[src/design/most_frequent_kmer_counter_core_defines.svh]
// Assertion macros used by the k-mer counter RTL.
`ifndef MOST_FREQUENT_KMER_COUNTER_CORE_DEFINES_SVH
`define MOST_FREQUENT_KMER_COUNTER_CORE_DEFINES_SVH
`ifndef SYNTHESIS
// Same-cycle implication.
`define MFKC_ASSERT_IMP(lbl, clk, rst_n, ante, cons) \
	lbl: assert property (@(posedge clk) disable iff (!rst_n) (ante) |-> (cons)) \
		else $error("mfkc assertion failed");
// Next-cycle implication.
`define MFKC_ASSERT_NXT(lbl, clk, rst_n, ante, cons) \
	lbl: assert property (@(posedge clk) disable iff (!rst_n) (ante) |=> (cons)) \
		else $error("mfkc assertion failed");
`else
`define MFKC_ASSERT_IMP(lbl, clk, rst_n, ante, cons)
`define MFKC_ASSERT_NXT(lbl, clk, rst_n, ante, cons)
`endif
`endif

[src/design/mfkc_pkg.sv]
// Types, constants and helper functions of the k-mer counter.
package mfkc_pkg;

	localparam int MAX_K       = 8;
	localparam int KMER_W      = 2 * MAX_K;
	localparam int COUNT_W     = 16;
	localparam int TIE_DEPTH   = 64;
	localparam int TIE_AW      = $clog2(TIE_DEPTH);
	localparam int TIE_CW      = $clog2(TIE_DEPTH + 1);
	localparam int FILL_W      = $clog2(MAX_K + 1);
	localparam int KLEN_W      = 4;
	localparam int SYM_W       = 8;
	localparam int CMD_W       = 2;
	localparam int IN_W        = 16;
	localparam int OUT_W       = 72;
	localparam int PADDR_W     = 3;
	localparam int PDATA_W     = 32;

	localparam logic [COUNT_W-1:0] COUNT_MAX = '1;
	localparam logic [KLEN_W-1:0]  KLEN_RESET = KLEN_W'(4);
	localparam logic [PADDR_W-1:0] ADDR_KMER_LENGTH = '0;

	// commands carried in tuser
	localparam logic [CMD_W-1:0] CMD_PUSH  = 2'd0;
	localparam logic [CMD_W-1:0] CMD_READ  = 2'd1;
	localparam logic [CMD_W-1:0] CMD_CLEAR = 2'd2;
	localparam logic [CMD_W-1:0] CMD_NOP   = 2'd3;

	localparam logic [SYM_W-1:0] SYM_A = 8'h41;
	localparam logic [SYM_W-1:0] SYM_T = 8'h54;
	localparam logic [SYM_W-1:0] SYM_C = 8'h43;
	localparam logic [SYM_W-1:0] SYM_G = 8'h47;

	typedef struct packed {
		logic       valid;
		logic [1:0] code;
	} sym_t;

	// controller -> datapath
	typedef struct packed {
		logic take;
		logic clr_start;
		logic clr_run;
		logic shift;
		logic update;
		logic tie_rd;
		logic tie_cap;
		logic load;
	} dp_cmd_t;

	// datapath -> controller
	typedef struct packed {
		logic kmer_hit;
		logic clr_last;
	} dp_stat_t;

	function automatic sym_t sym_code(input logic [SYM_W-1:0] b);
		sym_t s;
		s.valid = 1'b1;
		unique case (b)
			SYM_A:   s.code = 2'd0;
			SYM_T:   s.code = 2'd1;
			SYM_C:   s.code = 2'd2;
			SYM_G:   s.code = 2'd3;
			default: begin
				s.valid = 1'b0;
				s.code  = 2'd0;
			end
		endcase
		return s;
	endfunction

	// clamp k into 1..MAX_K
	function automatic logic [KLEN_W-1:0] k_eff(input logic [KLEN_W-1:0] kl);
		logic [KLEN_W-1:0] k;
		if (kl == '0) begin
			k = KLEN_W'(1);
		end else if (kl > KLEN_W'(MAX_K)) begin
			k = KLEN_W'(MAX_K);
		end else begin
			k = kl;
		end
		return k;
	endfunction

	// low 2k bits set
	function automatic logic [KMER_W-1:0] kmer_mask(input logic [KLEN_W-1:0] k);
		logic [KMER_W-1:0] m;
		m = '0;
		for (int i = 0; i < MAX_K; i++) begin
			if (KLEN_W'(i) < k) m[2*i +: 2] = 2'b11;
		end
		return m;
	endfunction

endpackage

[src/design/mfkc_ctrl.sv]
// Sequencing state machine of the k-mer counter.
module mfkc_ctrl (
	input  logic                        clk,
	input  logic                        arst_n,
	input  logic                        s_tvalid,
	output logic                        s_tready,
	input  logic [mfkc_pkg::CMD_W-1:0]  s_cmd,
	output logic                        m_tvalid,
	input  logic                        m_tready,
	input  mfkc_pkg::dp_stat_t          stat,
	output mfkc_pkg::dp_cmd_t           cmd
);
	import mfkc_pkg::*;

	localparam logic [2:0] ST_BOOT_CLR = 3'd0;
	localparam logic [2:0] ST_IDLE     = 3'd1;
	localparam logic [2:0] ST_SHIFT    = 3'd2;
	localparam logic [2:0] ST_UPD      = 3'd3;
	localparam logic [2:0] ST_TRD      = 3'd4;
	localparam logic [2:0] ST_TDAT     = 3'd5;
	localparam logic [2:0] ST_CLR      = 3'd6;
	localparam logic [2:0] ST_RESULT   = 3'd7;

	logic [2:0] state_q, state_d;
	logic       out_valid_q;
	logic       out_free;
	logic       accept;

	assign s_tready = (state_q == ST_IDLE);
	assign accept   = s_tvalid && s_tready;
	assign out_free = !out_valid_q || m_tready;
	assign m_tvalid = out_valid_q;

	always_comb begin
		state_d = state_q;
		cmd     = '0;
		unique case (state_q)
			ST_BOOT_CLR: begin
				cmd.clr_run = 1'b1;
				if (stat.clr_last) state_d = ST_IDLE;
			end
			ST_IDLE: begin
				if (accept) begin
					cmd.take = 1'b1;
					unique case (s_cmd)
						CMD_PUSH:  state_d = ST_SHIFT;
						CMD_READ:  state_d = ST_TRD;
						CMD_CLEAR: begin
							cmd.clr_start = 1'b1;
							state_d       = ST_CLR;
						end
						CMD_NOP:   state_d = ST_RESULT;
						default:   state_d = ST_RESULT;
					endcase
				end
			end
			ST_SHIFT: begin
				cmd.shift = 1'b1;
				state_d   = stat.kmer_hit ? ST_UPD : ST_RESULT;
			end
			ST_UPD: begin
				cmd.update = 1'b1;
				state_d    = ST_RESULT;
			end
			ST_TRD: begin
				cmd.tie_rd = 1'b1;
				state_d    = ST_TDAT;
			end
			ST_TDAT: begin
				cmd.tie_cap = 1'b1;
				state_d     = ST_RESULT;
			end
			ST_CLR: begin
				cmd.clr_run = 1'b1;
				if (stat.clr_last) state_d = ST_RESULT;
			end
			ST_RESULT: begin
				if (out_free) begin
					cmd.load = 1'b1;
					state_d  = ST_IDLE;
				end
			end
			default: state_d = ST_IDLE;
		endcase
	end

	always_ff @(posedge clk or negedge arst_n) begin
		if (!arst_n) begin
			state_q     <= ST_BOOT_CLR;
			out_valid_q <= 1'b0;
		end else begin
			state_q <= state_d;
			if (cmd.load) begin
				out_valid_q <= 1'b1;
			end else if (m_tready) begin
				out_valid_q <= 1'b0;
			end
		end
	end

endmodule

[config.mk]
export PLATFORM = sky130hd
export DESIGN_NAME = mfkc_ctrl
export DESIGN_NICKNAME = d
export VERILOG_FILES = /design/src/design/most_frequent_kmer_counter_core_defines.svh /design/src/design/mfkc_pkg.sv /design/src/design/mfkc_ctrl.sv
export SDC_FILE = /design/constraint.sdc
export NUM_CORES = 1
export LEC_CHECK = 0
export BUFFER_PORTS_ARGS = -buffer_cell sky130_fd_sc_hd__buf_2
export CAP_MARGIN = 40
export CORE_AREA = 5 5 42 44
export DETAILED_ROUTE_END_ITERATION = 10
export DIE_AREA = 0 0 47 49
export MAX_ROUTING_LAYER = met4
export PLACE_DENSITY_LB_ADDON = 0.12
export SLEW_MARGIN = 30
export SYNTH_ARGS = -nofsm -noshare
export SYNTH_HDL_FRONTEND = slang
export SYNTH_SLANG_ARGS = --single-unit
[constraint.sdc]
create_clock -name clk -period 2.1 [get_ports clk]
set_clock_uncertainty 0.1 [all_clocks]
set_input_delay 0.63 -clock clk [delete_from_list [all_inputs] [get_ports clk]]
set_output_delay 0.63 -clock clk [all_outputs]
set_load 0.05 [all_outputs]
* After elaboration in Yosys (flattened, before gate mapping)
Cells that the tools add are included.
** Cells by class
- Eq/ne operators :: 14
- Multiplexer cells :: 19
- Reductions and logical operators :: 9
** Operator list (number)
- 3-bit case mux with 7 select lines :: 1
- 3-bit two-way mux :: 5
- 3-bit == test (second input constant) :: 4
- 3-bit case mux with 4 select lines :: 1
- 1-bit two-way mux :: 10
- 3-bit by 2-bit == test with 1-bit output (second input constant) :: 2
- 2-bit inequality test (second input constant) :: 3
- 2-bit == test (second input constant) :: 2
- 2-bit two-way mux :: 2
- 4-bit AND reduction :: 1
- 2-bit OR reduction :: 2
- 3-bit by 1-bit == test with 1-bit output (second input constant) :: 1
- 3-bit logical NOT :: 1
- 2-bit by 1-bit == test with 1-bit output (second input constant) :: 1
- 2-bit logical NOT :: 1
- 2-bit by 1-bit inequality test with 1-bit output (second input constant) :: 1
- 2-bit nonzero test :: 1
- 1-bit logical AND :: 1
- 1-bit logical NOT :: 1
- 1-bit logical OR :: 1
** Word-level totals
- Flip-flop bits (word level) :: 4
- Output and inout port bits :: 10

* Logic depth before layout (Yosys ltp)
- Depth after elaboration :: 5
- Mapped depth :: 4
- Mapped depth without buffers :: 3

* Worst setup path after synthesis
OpenSTA, ideal clock, no wires.
- Path type :: reg-to-output
- From :: reg state_q[1]
- To :: out cmd[6] (netlist name)
- Data arrival time :: 1864 ps
- Data required time :: 1370 ps
- Setup slack :: -494 ps
- Stages on the path, launching flop included :: 5
- Cell sequence :: dfrtp_1 buf_6 nor3b_4 and2_4 and3b_1
** RTL lines
- start, declared :: RTL line mfkc_ctrl.sv:24 : logic [2:0] state_q, state_d;
- start signal, assigned :: RTL line mfkc_ctrl.sv:92 : state_q <= state_d;
- end, declared :: RTL line mfkc_ctrl.sv:11 : output mfkc_pkg::dp_cmd_t cmd

==> metrics.txt <==
grt met2 use 11.1%; Hold Buf Count CTS 0; top_reg_cell synth dfrtp_1; Mean Syn Cell Area 8.12 um^2; DIE AREA 0.00230 mm^2; final worst path period need 2.12 ns; Hold Fails Final Rpt 0; Inserted Diodes 0; synthesis-to-finish area growth 55.4%; Slew Viols, Final 0; register bit total from synthesis 4; DR pass1 iterations 4; crit end category primary output; finished layout cell area 467 um^2; CTS buffer count 3; Reg-to-Reg Start state_q[2]$_DFFE_PN0P_; failing checks negative setup slack; row cnt 14; required time worst endpoint 1.37 ns; clk buf depth 2; CTS Sinks 4; outcome complete, but fails checks; vias in the first global route 288; TritonCTS clock tree yes; syn_nets 45; Die Span X 47 um; worst min path class in -> async; Synth Instances 37; Wirelength per Cell 10.9 um; setup violators final 1; Slew headroom 83.4%; DR vias 328; Die Y 49 um; distinct cell type count after synthesis 20; Critical Path Fanout Max 5; GR Util met3 2.21%; setup_tns -0.0214 ns; initial core utilization 21.4%; most frequent cell after synthesis inv_1; setup ws final -0.0214 ns; Placer Congestion 0.756; Worst R2R Path Depth 5; Arr. time, crit path 1.39 ns; worst-path cell chain nor3b_4 > and2_4 > and3b_2 > buf_6; Reg-to-Reg End state_q[1]$_DFFE_PN0P_; final period utilization 101%; synth top area cells dfrtp_1, buf_6, inv_1; GRT Overall Usage 8.33%; final wirelength 818 um; area of the core 0.00140 mm^2; synth cell count leaders inv_1, dfrtp_1, nand2_1, nor2_1, a21oi_1; top cell type's share of synthesized area 33.3%; Worst-path clk slew 0.04 ns; slowest stage cell, crit path dfrtp_2; maximum clock frequency 471 MHz; async set-reset flop share out of synthesis 100%; reg2reg setup slack 0.82 ns; Yosys Warn Count 0; placed cell area 414 um^2; first-pass GRT wire length 1290 um; RSZ-0062 raised after global routing yes; First DRT Iteration DRCs 3; clk root buf clkbuf_4; IO buf count 17; area leader, netlist dfrtp_1; layout net count 69; LEAKAGE 0.248 nW; # Max-Cap Violations 0; worst skew pair latency 0.24 ns; num ports 18; Pwr per Cell Area 1650 mW/mm^2; number of antenna violations at the first check in global routing 0; vias per inst 4.37; Mapped Area 300 um^2; Worst path max stage delay 0.44 ns; met1 usage 10.0%; H-tree levels 1; GRT Max-Usage Layer met2; Routed Antenna Nets 0; Worst Setup Start Kind flip-flop; Congestion Overflow GR 0; DRC viols 0; final core utilization 33.3%; VDD IR max 655 uV; Worst Max-Slew Pin Slew 0.251 ns; EDFF count, synth 0; post-DP HPWL 671 um; Crit Path Category reg -> out; Seq/Total Area, Yosys 33.3%; share of cells above drive strength 1 55.9%; largest net degree at the start of global routing 9; crit path launch state_q[2]$_DFFE_PN0P_
per-layer routing:
layer	up-vias	wire, um	share of wire [%]
met5	-	0	0
met4	0	27	3.3
met3	4	44	5.4
met2	11	391	48
met1	147	355	43
li1	166	-	-
cell type report:
| type | count | area, um^2 |
|---|---|---|
| fill | 158 | 935 |
| multi-input combinational | 25 | 163 |
| timing repair buffer | 22 | 140 |
| sequential | 4 | 103 |
| clock buffer | 3 | 22.5 |
| tap | 16 | 20.0 |
| inverter | 5 | 18.8 |
worst max path at each step:
stage                   to  slack [ns]  cells past startpoint
floorplan           cmd[6]       -0.39                      4
global placement    cmd[6]         0.1                      4
detailed placement  cmd[6]        0.08                      4
CTS                 cmd[6]       -0.04                      4
global route        cmd[6]       -0.08                      4
finish              cmd[6]       -0.02                      4
per-stage QoR:
step                setup WS, ns  total power, mW  hold WS [ns]  instances
floorplan                 -0.388            0.542         0.234         37
global placement          0.0953            0.635         0.339         71
detailed placement        0.0783            0.636         0.339         71
CTS                      -0.0432            0.756        0.0790         74
global route             -0.0826            0.823        0.0891         75
finish                   -0.0214            0.768        0.0854         75
flip-flops by register name, indices dropped and copies added (netlist names):
register  flops
m_tvalid      1
state_q       3
worst max-delay path: cells and delay by family, from the launching register on:
| kind | cells | cell delay (ns) |
|---|---|---|
| flip-flops | 1 | 0.44 |
| buffers and inverters | 1 | 0.15 |
| AND/OR/NAND/NOR | 3 | 0.56 |
report_power, final:
part | switching (mW) | internal, mW | leakage (nW)
Sequential | 0.0474 | 0.115 | 0.0406
Combinational | 0.333 | 0.175 | 0.193
Clock | 0.0336 | 0.0641 | 0.0138
cell families after synthesis:
family          Yosys count  share of synthesized area [%]
simple gates             17                           34.2
buf+inv                   8                           16.3
flops                     4                           33.3
compound gates            8                           16.3
timing repair:
action                                  CTS  global route
gates resized for setup                   7             2
setup buffers                             0             1
pin swaps                                 0             0
endpoints found under the setup margin    4             4
layout by cell type (no fill, tap or decap), types with 2 or more instances in the layout:
master    count
dfrtp_2       2
clkbuf_4      3
o21ai_0       2
a21oi_2       2
nor2_1        3
buf_4         7
nand2_1       4
inv_1         5
dfrtp_1       2
buf_2        13
buf_6         2
Power figures use the tool's default switching activity.
